## config.mk

```make
export PLATFORM = sky130hd
export DESIGN_NAME = first_fit_rate_capacity_allocator
export DESIGN_NICKNAME = d
export VERILOG_FILES = /design/src/ffa_pkg.sv /design/src/ffa_front.sv /design/src/ffa_div.sv /design/src/ffa_back.sv /design/src/first_fit_rate_capacity_allocator.sv
export SDC_FILE = /design/constraint.sdc
export NUM_CORES = 2
export LEC_CHECK = 0
export ABC_AREA = 0
export CAP_MARGIN = 20
export CORE_MARGIN = 2
export CORE_UTILIZATION = 50
export CTS_BUF_LIST = sky130_fd_sc_hd__clkbuf_16
export CTS_CLUSTER_SIZE = 28
export DETAILED_ROUTE_END_ITERATION = 12
export DONT_BUFFER_PORTS = 1
export PLACE_DENSITY = 0.72
export SLEW_MARGIN = 20
export SYNTH_ARGS = -nofsm -noshare
export SYNTH_HDL_FRONTEND = slang
export SYNTH_SLANG_ARGS = --single-unit
```

## constraint.sdc

```tcl
create_clock -name clk -period 20.5 [get_ports clk]
set_clock_uncertainty 0.1 [all_clocks]
set_input_delay 1.025 -clock clk [delete_from_list [all_inputs] [get_ports clk]]
set_output_delay 1.025 -clock clk [all_outputs]
set_load 0.02 [all_outputs]
```

## src/ffa_pkg.sv

```systemverilog
package ffa_pkg;
  localparam int RATE_W = 48;
  localparam int TIME_W = 32;
  localparam logic [RATE_W-1:0] RATE_MAX = {RATE_W{1'b1}};

  localparam logic [2:0] OUT_UNALLOC = 3'd0;
  localparam logic [2:0] OUT_TRANSPORT = 3'd1;
  localparam logic [2:0] OUT_ANCHOR = 3'd2;
  localparam logic [2:0] OUT_SHARED = 3'd3;
  localparam logic [2:0] OUT_NEW = 3'd4;
  localparam logic [2:0] OUT_FULL = 3'd5;

  localparam logic [1:0] KIND_TRANSPORT = 2'd1;
  localparam logic [1:0] KIND_ANCHOR = 2'd2;

  typedef struct packed {
    logic [15:0] task_id;
    logic        place;
    logic [2:0]  outcome;
    logic [15:0] equipment_id;
    logic [7:0]  strategy_id;
    logic [TIME_W-1:0] target_time;
    logic [TIME_W-1:0] achievable_time;
  } job_t;

  typedef struct packed {
    logic [15:0] task_id;
    logic [2:0]  outcome;
    logic [3:0]  slot;
  } res_t;
endpackage

```

## src/ffa_front.sv

```systemverilog
module ffa_front (
  input  logic           clk,
  input  logic           rst_n,
  input  logic           in_push,
  output logic           in_full,
  input  logic [15:0]    in_task_id,
  input  logic           in_has_winner,
  input  logic           in_winner_infeasible,
  input  logic [1:0]     in_kind,
  input  logic           in_has_equipment,
  input  logic [15:0]    in_equipment_id,
  input  logic [7:0]     in_strategy_id,
  input  logic [31:0]    in_target_time,
  input  logic [31:0]    in_achievable_time,
  output logic           q_valid,
  output ffa_pkg::job_t  q_job,
  input  logic           q_take
);
  import ffa_pkg::*;

  // two-entry queue to the back part
  job_t       mem_r [2];
  logic       wp_r, wp_nxt, rp_r, rp_nxt;
  logic [1:0] cnt_r, cnt_nxt;
  job_t       job;
  logic       push_ok, pop_ok;

  assign in_full = (cnt_r == 2'd2);
  assign push_ok = in_push && !in_full;
  assign pop_ok  = q_take && (cnt_r != 2'd0);
  assign q_valid = (cnt_r != 2'd0);
  assign q_job   = mem_r[rp_r];

  always_comb begin
    job.task_id = in_task_id;
    job.equipment_id = in_equipment_id;
    job.strategy_id = in_strategy_id;
    job.target_time = in_target_time;
    job.achievable_time = in_achievable_time;
    job.place = 1'b0;
    priority if (!in_has_winner || in_winner_infeasible) job.outcome = OUT_UNALLOC;
    else if (in_kind == KIND_TRANSPORT) job.outcome = OUT_TRANSPORT;
    else if (in_kind == KIND_ANCHOR) job.outcome = OUT_ANCHOR;
    else if (!in_has_equipment) job.outcome = OUT_UNALLOC;
    else begin
      job.outcome = OUT_NEW;
      job.place = 1'b1;
    end
  end

  always_comb begin
    wp_nxt = wp_r ^ push_ok;
    rp_nxt = rp_r ^ pop_ok;
    cnt_nxt = cnt_r + {1'b0, push_ok} - {1'b0, pop_ok};
  end

  always_ff @(posedge clk) begin
    if (!rst_n) begin
      wp_r <= 1'b0;
      rp_r <= 1'b0;
      cnt_r <= 2'd0;
    end else begin
      wp_r <= wp_nxt;
      rp_r <= rp_nxt;
      cnt_r <= cnt_nxt;
    end
    if (push_ok) mem_r[wp_r] <= job;
  end
endmodule

```

## src/ffa_div.sv

```systemverilog
module ffa_div (
  input  logic        clk,
  input  logic        rst_n,
  input  logic        start,
  input  logic [31:0] den,
  output logic        done,
  output logic [47:0] quo
);
  import ffa_pkg::*;

  // restoring division of 2^40 by den, one quotient bit a cycle
  logic [5:0]  cnt_r, cnt_nxt;
  logic        busy_r, busy_nxt;
  logic [40:0] num_r, num_nxt;
  logic [32:0] rem_r, rem_nxt;
  logic [47:0] q_r, q_nxt;
  logic [31:0] d_r, d_nxt;
  logic [32:0] trial;
  logic        done_r, done_nxt;

  assign trial = {rem_r[31:0], num_r[40]};
  assign done = done_r;
  assign quo = q_r;

  always_comb begin
    cnt_nxt = cnt_r;
    busy_nxt = busy_r;
    num_nxt = num_r;
    rem_nxt = rem_r;
    q_nxt = q_r;
    d_nxt = d_r;
    done_nxt = 1'b0;
    if (start) begin
      d_nxt = den;
      num_nxt = 41'd1 << 40;
      rem_nxt = '0;
      q_nxt = '0;
      cnt_nxt = 6'd41;
      busy_nxt = (den != '0);
      if (den == '0) begin
        q_nxt = RATE_MAX;
        done_nxt = 1'b1;
      end
    end else if (busy_r) begin
      num_nxt = {num_r[39:0], 1'b0};
      if (trial >= {1'b0, d_r}) begin
        rem_nxt = trial - {1'b0, d_r};
        q_nxt = {q_r[46:0], 1'b1};
      end else begin
        rem_nxt = trial;
        q_nxt = {q_r[46:0], 1'b0};
      end
      cnt_nxt = cnt_r - 6'd1;
      if (cnt_r == 6'd1) begin
        busy_nxt = 1'b0;
        done_nxt = 1'b1;
      end
    end
  end

  always_ff @(posedge clk) begin
    if (!rst_n) begin
      busy_r <= 1'b0;
      done_r <= 1'b0;
      cnt_r <= '0;
    end else begin
      busy_r <= busy_nxt;
      done_r <= done_nxt;
      cnt_r <= cnt_nxt;
    end
    num_r <= num_nxt;
    rem_r <= rem_nxt;
    q_r <= q_nxt;
    d_r <= d_nxt;
  end
endmodule

```

## src/ffa_back.sv

```systemverilog
module ffa_back #(
  parameter int MAX_INSTANCES = 16
) (
  input  logic          clk,
  input  logic          rst_n,
  input  logic [7:0]    tol,
  input  logic          q_valid,
  input  ffa_pkg::job_t q_job,
  output logic          q_take,
  output logic          out_empty,
  input  logic          out_pop,
  output logic [15:0]   out_result_task,
  output logic [2:0]    out_outcome,
  output logic [3:0]    out_instance_slot
);
  import ffa_pkg::*;

  localparam int SW = (MAX_INSTANCES > 1) ? $clog2(MAX_INSTANCES) : 1;
  localparam int UW = $clog2(MAX_INSTANCES + 1);
  localparam logic [UW-1:0] MAXU = UW'(MAX_INSTANCES);

  localparam logic [2:0] ST_IDLE = 3'd0;
  localparam logic [2:0] ST_DIV1 = 3'd1;
  localparam logic [2:0] ST_DIV2 = 3'd2;
  localparam logic [2:0] ST_SCAN = 3'd3;
  localparam logic [2:0] ST_CHK  = 3'd4;
  localparam logic [2:0] ST_OUT  = 3'd5;

  logic [15:0]     eq_mem [MAX_INSTANCES];
  logic [7:0]      st_mem [MAX_INSTANCES];
  logic [RATE_W-1:0] cap_mem [MAX_INSTANCES];
  logic [RATE_W-1:0] com_mem [MAX_INSTANCES];

  logic [2:0]      state_r, state_nxt;
  logic [UW-1:0]   used_r;
  logic [UW-1:0]   idx_r;
  job_t            job_r;
  logic [RATE_W-1:0] need_r, ach_r;
  logic [15:0]     rd_eq;
  logic [7:0]      rd_st;
  logic [RATE_W-1:0] rd_cap, rd_com;
  logic            res_v_r;
  res_t            res_r;
  res_t            wrk_r;
  logic            div_start, div_done;
  logic [31:0]     div_den;
  logic [RATE_W-1:0] div_q;
  logic signed [RATE_W+1:0] spare;
  logic [RATE_W:0] sum;

  ffa_div u_div (.clk(clk), .rst_n(rst_n), .start(div_start), .den(div_den),
                 .done(div_done), .quo(div_q));

  assign out_empty = !res_v_r;
  assign out_result_task = res_r.task_id;
  assign out_outcome = res_r.outcome;
  assign out_instance_slot = res_r.slot;
  assign q_take = (state_r == ST_IDLE) && q_valid;

  assign spare = $signed({2'b0, rd_cap}) - $signed({2'b0, rd_com})
               + $signed({{RATE_W{1'b0}}, 2'b0} | (RATE_W+2)'(tol));
  assign sum = {1'b0, rd_com} + {1'b0, need_r};

  always_comb begin
    div_start = 1'b0;
    div_den = job_r.target_time;
    unique case (state_r)
      ST_IDLE: div_start = 1'b0;
      ST_DIV1: div_start = 1'b0;
      ST_DIV2: begin
        div_den = job_r.achievable_time;
        div_start = 1'b0;
      end
      default: div_start = 1'b0;
    endcase
    if (state_r == ST_DIV1 && !div_done && idx_r == '0) div_start = 1'b1;
    if (state_r == ST_DIV2 && idx_r == '0) begin
      div_den = job_r.achievable_time;
      div_start = 1'b1;
    end
  end

  always_comb begin
    state_nxt = state_r;
    unique case (state_r)
      ST_IDLE: if (q_valid) state_nxt = q_job.place ? ST_DIV1 : ST_OUT;
      ST_DIV1: if (div_done && idx_r != '0) state_nxt = ST_DIV2;
      ST_DIV2: if (div_done && idx_r != '0) state_nxt = ST_SCAN;
      ST_SCAN: state_nxt = (idx_r < used_r) ? ST_CHK : ST_OUT;
      ST_CHK:  state_nxt = ST_OUT;
      ST_OUT:  if (!res_v_r) state_nxt = ST_IDLE;
      default: state_nxt = ST_IDLE;
    endcase
  end

  always_ff @(posedge clk) begin
    if (!rst_n) begin
      state_r <= ST_IDLE;
      used_r <= '0;
      res_v_r <= 1'b0;
      idx_r <= '0;
    end else begin
      if (out_pop && res_v_r) res_v_r <= 1'b0;
      unique case (state_r)
        ST_IDLE: begin
          state_r <= state_nxt;
          idx_r <= '0;
          if (q_valid) begin
            job_r <= q_job;
            wrk_r.task_id <= q_job.task_id;
            wrk_r.outcome <= q_job.outcome;
            wrk_r.slot <= '0;
          end
        end
        ST_DIV1, ST_DIV2: begin
          // idx_r doubles as the "started" flag during division
          if (idx_r == '0) idx_r <= UW'(1);
          else if (div_done) begin
            if (state_r == ST_DIV1) need_r <= div_q;
            else ach_r <= div_q;
            idx_r <= '0;
            state_r <= state_nxt;
          end
        end
        ST_SCAN: begin
          if (idx_r < used_r) begin
            rd_eq <= eq_mem[idx_r[SW-1:0]];
            rd_st <= st_mem[idx_r[SW-1:0]];
            rd_cap <= cap_mem[idx_r[SW-1:0]];
            rd_com <= com_mem[idx_r[SW-1:0]];
            state_r <= ST_CHK;
          end else if (used_r >= MAXU) begin
            wrk_r.outcome <= OUT_FULL;
            state_r <= ST_OUT;
          end else begin
            eq_mem[used_r[SW-1:0]] <= job_r.equipment_id;
            st_mem[used_r[SW-1:0]] <= job_r.strategy_id;
            cap_mem[used_r[SW-1:0]] <= ach_r;
            com_mem[used_r[SW-1:0]] <= need_r;
            used_r <= used_r + UW'(1);
            wrk_r.outcome <= OUT_NEW;
            wrk_r.slot <= 4'(used_r);
            state_r <= ST_OUT;
          end
        end
        ST_CHK: begin
          if (rd_eq == job_r.equipment_id && rd_st == job_r.strategy_id &&
              $signed({2'b0, need_r}) <= spare) begin
            com_mem[idx_r[SW-1:0]] <= sum[RATE_W] ? RATE_MAX : sum[RATE_W-1:0];
            wrk_r.outcome <= OUT_SHARED;
            wrk_r.slot <= 4'(idx_r);
            state_r <= ST_OUT;
          end else begin
            idx_r <= idx_r + UW'(1);
            state_r <= ST_SCAN;
          end
        end
        ST_OUT: begin
          if (!res_v_r) begin
            res_r <= wrk_r;
            res_v_r <= 1'b1;
            state_r <= state_nxt;
          end
        end
        default: state_r <= ST_IDLE;
      endcase
    end
  end
endmodule

```

## src/first_fit_rate_capacity_allocator.sv

```systemverilog
// A word that is not placed goes from the queue straight to the output; a placed word
// passes both divisions, then a first-fit scan of the used slots in order.
// The back part handles one word at a time; the two divisions share one bit-serial divider.
// Two words queue between front and back; one finished word waits at the output.
// Reset (synchronous, rst_n low): queue, slot count and result emptied, tolerance 1.
module first_fit_rate_capacity_allocator #(
  parameter int MAX_INSTANCES = 16
) (
  input  logic        clk,
  input  logic        rst_n,
  input  logic        in_push,
  output logic        in_full,
  input  logic [15:0] in_task_id,
  input  logic        in_has_winner,
  input  logic        in_winner_infeasible,
  input  logic [1:0]  in_kind,
  input  logic        in_has_equipment,
  input  logic [15:0] in_equipment_id,
  input  logic [7:0]  in_strategy_id,
  input  logic [31:0] in_target_time,
  input  logic [31:0] in_achievable_time,
  output logic        out_empty,
  input  logic        out_pop,
  output logic [15:0] out_result_task,
  output logic [2:0]  out_outcome,
  output logic [3:0]  out_instance_slot,
  input  logic        cfg_psel,
  input  logic        cfg_penable,
  input  logic        cfg_pwrite,
  input  logic [1:0]  cfg_paddr,
  input  logic [31:0] cfg_pwdata,
  output logic [31:0] cfg_prdata,
  output logic        cfg_pready
);
  import ffa_pkg::*;

  logic [7:0] tol_r;
  logic       q_valid, q_take;
  job_t       q_job;

  assign cfg_pready = 1'b1;
  assign cfg_prdata = (cfg_paddr == 2'd0) ? {24'd0, tol_r} : 32'd0;

  always_ff @(posedge clk) begin
    if (!rst_n) tol_r <= 8'd1;
    else if (cfg_psel && cfg_penable && cfg_pwrite && cfg_paddr == 2'd0)
      tol_r <= cfg_pwdata[7:0];
  end

  ffa_front u_front (
    .clk(clk), .rst_n(rst_n), .in_push(in_push), .in_full(in_full),
    .in_task_id(in_task_id), .in_has_winner(in_has_winner),
    .in_winner_infeasible(in_winner_infeasible), .in_kind(in_kind),
    .in_has_equipment(in_has_equipment), .in_equipment_id(in_equipment_id),
    .in_strategy_id(in_strategy_id), .in_target_time(in_target_time),
    .in_achievable_time(in_achievable_time),
    .q_valid(q_valid), .q_job(q_job), .q_take(q_take)
  );

  ffa_back #(.MAX_INSTANCES(MAX_INSTANCES)) u_back (
    .clk(clk), .rst_n(rst_n), .tol(tol_r), .q_valid(q_valid), .q_job(q_job),
    .q_take(q_take), .out_empty(out_empty), .out_pop(out_pop),
    .out_result_task(out_result_task), .out_outcome(out_outcome),
    .out_instance_slot(out_instance_slot)
  );
endmodule

```

# Word-level counts from Yosys, hierarchy flattened
# Memories as Yosys holds them, arrays and structs flattened. A register that Yosys moved wholly into a read port is not among the register bits.
# Index checks and enable logic that the tools add are counted.
dict set report word_totals {
  reg_bits 377
  ramBits 2136
  elab_cells 182
  memories 5
}
# name depth width read_ports rd_ports_with_merged_regs wr line
set mem_list {}
lappend mem_list {u_back.cap_mem 16 48 1 1 1 ffa_back.sv:31} ;# logic [RATE_W-1:0] cap_mem [MAX_INSTANCES];
lappend mem_list {u_back.com_mem 16 48 1 1 1 ffa_back.sv:32} ;# logic [RATE_W-1:0] com_mem [MAX_INSTANCES];
lappend mem_list {u_back.eq_mem 16 16 1 1 1 ffa_back.sv:29} ;# logic [15:0] eq_mem [MAX_INSTANCES];
lappend mem_list {u_front.mem_r 2 108 1 1 1 ffa_front.sv:22} ;# job_t mem_r [2];
lappend mem_list {u_back.st_mem 16 8 1 1 1 ffa_back.sv:30} ;# logic [7:0] st_mem [MAX_INSTANCES];
dict set report op_classes {
  add_sub_neg 9
  order_cmp 4
  n_eq_ne 20
  n_mux 67
  bitwise 8
  n_reduce_logical 41
}
# operator count
set ops {}
lappend ops {{48-bit two-way mux} 5}
lappend ops {{32-bit two-way mux} 3}
lappend ops {{50-bit by 9-bit adder with 50-bit output} 1}
lappend ops {{49-bit by 50-bit <= comparator with 1-bit output} 1}
lappend ops {{48-bit by 48-bit adder with 49-bit output} 1}
lappend ops {{48-bit by 48-bit subtractor with 49-bit output} 1}
lappend ops {{48-bit OR reduction} 1}
lappend ops {{3-bit two-way mux} 12}
lappend ops {{33-bit by 32-bit >= comparator with 1-bit output} 1}
lappend ops {{32-bit logical NOT} 1}
lappend ops {{1-bit two-way mux} 32}
lappend ops {{32-bit nonzero test} 1}
lappend ops {{32-bit subtractor} 1}
lappend ops {{7-bit two-way mux} 3}
lappend ops {{7-bit one-hot mux with 3 select lines} 1}
lappend ops {{3-bit AND reduction} 6}
lappend ops {{16-bit == test} 1}
lappend ops {{5-bit two-way mux} 3}
lappend ops {{3-bit one-hot mux with 5 select lines} 1}
lappend ops {{5-bit one-hot mux with 3 select lines} 1}
lappend ops {{5-bit AND reduction} 3}
lappend ops {{1-bit logical AND} 13}
lappend ops {{6-bit two-way mux} 2}
lappend ops {{2-bit != test, second input constant} 6}
lappend ops {{other kinds (30)} 48}

# Logic depth before layout (Yosys ltp)
dict set report depth {
  depth_word 10
  mapped_depth 33
}

# Hierarchy
# Synthesis repeated with hierarchy kept, for this count alone.
dict set report hier_totals {
  hier_cells 5692
  hier_area_um2 108447.8
}
# mod n_inst cells_per_inst area_per_inst_um2 seq_area_each_um2
set modules_own_cells {}
lappend modules_own_cells {ffa_back 1 4600 93253.2 68445.6}
lappend modules_own_cells {ffa_front 1 363 8144.1 6526.3}
lappend modules_own_cells {ffa_div 1 657 6459.9 3223.1}
lappend modules_own_cells {first_fit_rate_capacity_allocator 1 72 590.6 160.2}

# Least setup slack after synthesis
# OpenSTA, ideal clock, no wires.
dict set report synth_path {
  path_type {input-to-reg}
  start {in rst_n}
  end {reg u_back.job_r[0] (netlist name), enable pin}
  setup_time_ns 0.694
  t_arrival_ns 8.519
  t_required_ns 19.706
  slack_ns 11.187
  cell_stages 3
  cell_sequence {clkinv_1 -> clkbuf_1 -> nor3_1}
}
dict set report synth_between {
  elab_chain_cells 1
}
# element line
set synth_lines {}
lappend synth_lines {{start: declaration} first_fit_rate_capacity_allocator.sv:10} ;# input logic rst_n,
lappend synth_lines {{3-bit AND reduction (no source line)} --}
lappend synth_lines {{end signal: assignment} ffa_back.sv:109} ;# job_r <= q_job;
lappend synth_lines {{end: declaration} ffa_back.sv:37} ;# job_t job_r;
# Every way passes these cells.
# A chain may end at the register's enable or synchronous reset.

# Worst setup path after layout
dict set report layout_path {
  start {reg u_back.rd_com[9], read port of u_back.com_mem}
  end {mem u_back.com_mem[3][27], enable pin}
}
dict set report layout_between {
  elab_chain_cells 10
  word_cells_on_any_way 11
  cone_classes {add/sub: 2; order compare: 1; mux: 6; reduce/logical: 2}
}
# element line
set layout_lines {}
lappend layout_lines {{start: declaration} ffa_back.sv:41} ;# logic [RATE_W-1:0] rd_cap, rd_com;
lappend layout_lines {{48-bit by 48-bit subtractor with 49-bit output (*)} ffa_back.sv:60} ;# assign spare = $signed({2'b0, rd_cap}) - $signed({2'b0, rd_com})
lappend layout_lines {{50-bit by 9-bit adder with 50-bit output (*)} ffa_back.sv:61} ;# + $signed({{RATE_W{1'b0}}, 2'b0} | (RATE_W+2)'(tol));
lappend layout_lines {{49-bit by 50-bit <= comparator with 1-bit output (*)} ffa_back.sv:148} ;# $signed({2'b0, need_r}) <= spare) begin
lappend layout_lines {{1-bit logical AND (*)} ffa_back.sv:147} ;# if (rd_eq == job_r.equipment_id && rd_st == job_r.strategy_id &&
lappend layout_lines {{1-bit two-way mux (*)} ffa_back.sv:147}
lappend layout_lines {{1-bit two-way mux (*)} ffa_back.sv:104} ;# unique case (state_r)
lappend layout_lines {{1-bit two-way mux (*)} ffa_back.sv:97} ;# if (!rst_n) begin
lappend layout_lines {{1-bit two-way mux (*)} ffa_back.sv:149} ;# com_mem[idx_r[SW-1:0]] <= sum[RATE_W] ? RATE_MAX : sum[RATE_W-1:0];
lappend layout_lines {{48-bit OR reduction (no source line)} --}
lappend layout_lines {{4-bit two-way mux (no source line) / 1-bit two-way mux (equally long branches)} --}
lappend layout_lines {{end: declaration} ffa_back.sv:32}
# Mark *: on every way between the ends. The rest lies on a longest branch, timed or not.

==> run summary <==
The residual overflow from global routing was 0; the slew of the pin with the lowest slew margin was 1170 ps. Buffers inserted to repair hold after CTS numbered 0. Power spread over the standard cell area amounts to 107 nW/µm². The commonest non-fill, non-tap cell in the layout was sky130_fd_sc_hd__edfxtp_1. The initial antenna violation count was 5; the final setup violation count was 0. The first global-routing pass estimated 352000 µm of wire.

The run gives 0 as the number of warnings reported in the yosys synthesis log. In this run, placement finished with an instance count of 8288. After technology mapping, the gate count stands at 5593.

The fraction of layout cells with a size suffix above 1 was 22.0%; the post-CTS repair timing setup buffer count was 0. Entering global routing, the biggest net connects 158 pins. The post-synthesis to final-layout area growth is 11.5%, and the filler-free cell count of the finished design is 8771. The area of the core was 214000 µm².

In the post-route analysis, the smallest setup slack over all paths is 10160 ps. Across all register-to-register paths, the minimum setup slack is 10160 ps. Yosys mapped a number of flops with a built-in enable equal to 2564.

Counting flops and latches in the post-synthesis netlist gives 2632. The tightest hold margin was 80.9 ps; the die width was 467 µm. The run gives 2632 as the count of clock tree sinks. Final total negative setup slack: 0 ps. The largest individual stage delay along the critical path comes from the cell sky130_fd_sc_hd__nor2b_4. The tools report the total global routing track utilization as 21.8%. The tools report the terminus of the critical flop-to-flop path as u_back.com_mem[3][27]$_DFFE_PP_. The final critical path time including I/O delays and setup is 10340 ps, and the post-synthesis async set-or-reset flop share is 0%. The H-tree was split into 5 levels. The run finished with clean final reports. In the routed layout, each cell is associated on average with a via count of 6.09. The first detailed-routing pass took 6 iterations. For hold timing, the worst endpoint is u_front.mem_r[1][98]$_DFFE_PP_.

The worst max-slew margin expressed relative to the limit was 21.5%. The run gives 0 as the count of antenna-violating nets left after detailed routing. In this run the worst hold path is classified as in -> reg.

Summing every instance area after synthesis gives 107000 µm². The number of endpoints with negative hold slack in the final report was 0; the DRC violation count after routing was 0. The via count was 53.5k. The most used flip-flop cell after synthesis is sky130_fd_sc_hd__edfxtp_1. Summed over all nets, the half-perimeter wirelength after detailed placement is 133000 µm. The critical path is of the reg -> reg type. The run gives 238000 µm as the total wire length. The last weighted congestion value of the routability-driven placer was 0.887; the overall die area was 218000 µm². The clock root buffer master was sky130_fd_sc_hd__clkbuf_16. The tools report the startpoint of the worst-slack reg-to-reg timing path as u_back.rd_com[9]$_DFFE_PP_.

For this run, the post-layout net count is 6087. IR analysis of the VDD net gives a maximum drop of 128 µV. The mean routed wirelength per cell is 27.2 µm. The launching element type of the critical path is a flip-flop. The number of global-route vias before repair was 54.2k.

After clock tree synthesis, the repair step resized 0 gates. The fraction of the cycle the final worst path needs was 50.5%; the worst hold path stage count was 0. The CTS buffer count is 280. Summed over all cells, the static leakage comes to 38.3 nW. For the number of ports placed on the die boundary, the log shows 208. Timing analysis after detailed placement gives a worst setup slack of 10500 ps. Biggest fanout along the worst timing path: 29. For the maximum number of buffers from clock root to sink, the log shows 4. The run gives 56.0% as the core utilization of the finished layout. Required time reported for the critical path endpoint: 20920 ps. The tools report the data arrival time of the worst path as 10770 ps. Buffers placed on the I/O ports in this run total 0.

The largest single stage delay on the critical path is 750 ps. The number of cells on the worst reg-to-reg path is 29. In the layout the commonest cells are 2564 x sky130_fd_sc_hd__edfxtp_1, 600 x sky130_fd_sc_hd__mux4_2, 288 x sky130_fd_sc_hd__clkbuf_16. Clock-pin slew was measured on the worst setup and hold paths at 60 ps.

Setup repair after global routing left no endpoint under its margin. The most prevalent standard cell on the critical path was sky130_fd_sc_hd__nand2_1. For the count of final max-slew check failures, the log shows 0.

The tools report the start point of the worst min-delay path as in_task_id[6]. For this configuration, the core starts out at a cell density of 50.2%. The die span in y is 467 µm, and the number of violations of the max-capacitance limit is 0. The clock reaches the later pin of the worst-skew pair after 940 ps.

The number of rows created at floorplan was 170. In this run the mean area of a mapped cell was 19.2 µm². TritonCTS built the clock tree. For the fraction of the yosys area taken by sequential cells, the log shows 73.0%. The run gives 96.7 MHz as the peak clock frequency supported by timing. STA classifies the critical path endpoint as a flip-flop. For this block, the initial DRC count from the detailed router was 5644.

The tools report the count of distinct cell types in the synthesized netlist as 88.
[layout make-up]
type	instances	area, µm²
fillers	15800	94300
flip-flops and latches	2632	78400
multi-input cells	2598	28000
clock buffers	288	7210
well taps	2838	3550
clock inverters	190	1390
repair buffers	90	756
inverters	131	492
diodes	4	10.0
[critical path, delay by kind of cell, from the launching register on]
kind                     cells  cell delay, ps
AO/OA/AOI/OAI               10            3120
XOR/XNOR                     2             490
adder cells (fa/ha/maj)      2             670
buffers and inverters        3            1070
flip-flops                   1             400
multiplexers                 1             360
AND/OR/NAND/NOR             11            3640
[registers in the layout, indices dropped and copies added (netlist names), 16 cells and up, named ones only]
| register | cells |
|---|---|
| u_back.ach_r | 48 |
| u_back.cap_mem | 768 |
| u_back.com_mem | 768 |
| u_back.eq_mem | 256 |
| u_back.job_r | 88 |
| u_back.need_r | 48 |
| u_back.out_result_task | 16 |
| u_back.rd_cap | 48 |
| u_back.rd_com | 48 |
| u_back.rd_eq | 16 |
| u_back.st_mem | 128 |
| u_back.u_div.d_r | 32 |
| u_back.u_div.quo | 48 |
| u_back.u_div.rem_r | 32 |
| u_back.wrk_r | 23 |
| u_front.mem_r | 214 |
[per-layer routing]
layer,vias up,part of all wire [%],GRT usage (%)
met5,-,0.0055,0
met4,2,2.8,6.81
met3,403,6.9,3.72
met2,2089,50,35.7
met1,27900,41,30.0
li1,23000,-,-
[synth_stat cells, types with 11 or more instances]
library cell | number | share of area (%)
sky130_fd_sc_hd__a211oi_1 | 18 | 0.13
sky130_fd_sc_hd__a21o_1 | 70 | 0.49
sky130_fd_sc_hd__a21oi_1 | 175 | 0.82
sky130_fd_sc_hd__a31oi_1 | 71 | 0.41
sky130_fd_sc_hd__and2_1 | 43 | 0.25
sky130_fd_sc_hd__and3_1 | 34 | 0.20
sky130_fd_sc_hd__and4_1 | 11 | 0.090
sky130_fd_sc_hd__buf_1 | 40 | 0.14
sky130_fd_sc_hd__buf_4 | 33 | 0.23
sky130_fd_sc_hd__clkbuf_1 | 172 | 0.60
sky130_fd_sc_hd__dfxtp_1 | 68 | 1.3
sky130_fd_sc_hd__edfxtp_1 | 2564 | 72
sky130_fd_sc_hd__ha_1 | 200 | 2.3
sky130_fd_sc_hd__inv_1 | 130 | 0.45
sky130_fd_sc_hd__mux2_2 | 142 | 1.5
sky130_fd_sc_hd__mux2i_1 | 20 | 0.19
sky130_fd_sc_hd__mux4_2 | 600 | 13
sky130_fd_sc_hd__nand2_1 | 266 | 0.93
sky130_fd_sc_hd__nand2b_1 | 28 | 0.16
sky130_fd_sc_hd__nand3_1 | 45 | 0.21
sky130_fd_sc_hd__nand4_1 | 42 | 0.24
sky130_fd_sc_hd__nor2_1 | 173 | 0.60
sky130_fd_sc_hd__nor2b_1 | 32 | 0.19
sky130_fd_sc_hd__nor3_1 | 45 | 0.21
sky130_fd_sc_hd__nor4_1 | 23 | 0.13
sky130_fd_sc_hd__o211ai_1 | 16 | 0.11
sky130_fd_sc_hd__o21a_1 | 24 | 0.17
sky130_fd_sc_hd__o21ai_0 | 129 | 0.60
sky130_fd_sc_hd__o21bai_1 | 19 | 0.13
sky130_fd_sc_hd__xnor2_1 | 104 | 0.85
sky130_fd_sc_hd__xor2_1 | 75 | 0.61
[metrics by stage]
step	total power [mW]	cell area (µm²)
2_1_floorplan	7.75	107000
3_3_place_gp	8.13	111000
3_5_place_dp	8.18	111000
4_1_cts	12.9	120000
5_1_grt	13.3	120000
6_report	12.8	120000
[how the worst max path moves through the flow]
stage / startpoint / to / slack, ps / cells after the start
2_1_floorplan: rst_n / u_back.job_r[0]$_DFFE_PP_ / 11190 / 3
3_3_place_gp: u_back.rd_com[9]$_DFFE_PP_ / u_back.com_mem[3][22]$_DFFE_PP_ / 10610 / 29
3_5_place_dp: u_back.rd_com[9]$_DFFE_PP_ / u_back.com_mem[3][27]$_DFFE_PP_ / 10500 / 29
4_1_cts: u_back.rd_com[9]$_DFFE_PP_ / u_back.com_mem[3][23]$_DFFE_PP_ / 10420 / 29
5_1_grt: u_back.rd_com[9]$_DFFE_PP_ / u_back.com_mem[3][27]$_DFFE_PP_ / 9630 / 29
6_report: u_back.rd_com[9]$_DFFE_PP_ / u_back.com_mem[3][27]$_DFFE_PP_ / 10160 / 29
[logic make-up (layout without fill, tap and decap cells)]
logic type      after synthesis  after routing  share of synthesized area (%)
buf+inv                     386            699                           1.48
flops                      2632           2632                           73.0
compound gates              642            642                           3.84
mux                         762            762                           14.3
xor+xnor                    179            179                           1.46
fa+ha+maj                   204            204                           2.41
simple gates                786            786                           3.58
other cells                   2             29                        0.00699
[power by group]
| part | internal [mW] | switching, mW | total (mW) | leakage [nW] |
|---|---|---|---|---|
| combinational | 0.714 | 0.842 | 1.56 | 10.2 |
| sequential | 6.28 | 0.230 | 6.50 | 23.7 |
| clock | 2.79 | 1.98 | 4.78 | 4.41 |
| total | 9.78 | 3.06 | 12.8 | 38.3 |
(Power assumes the default switching activity.)
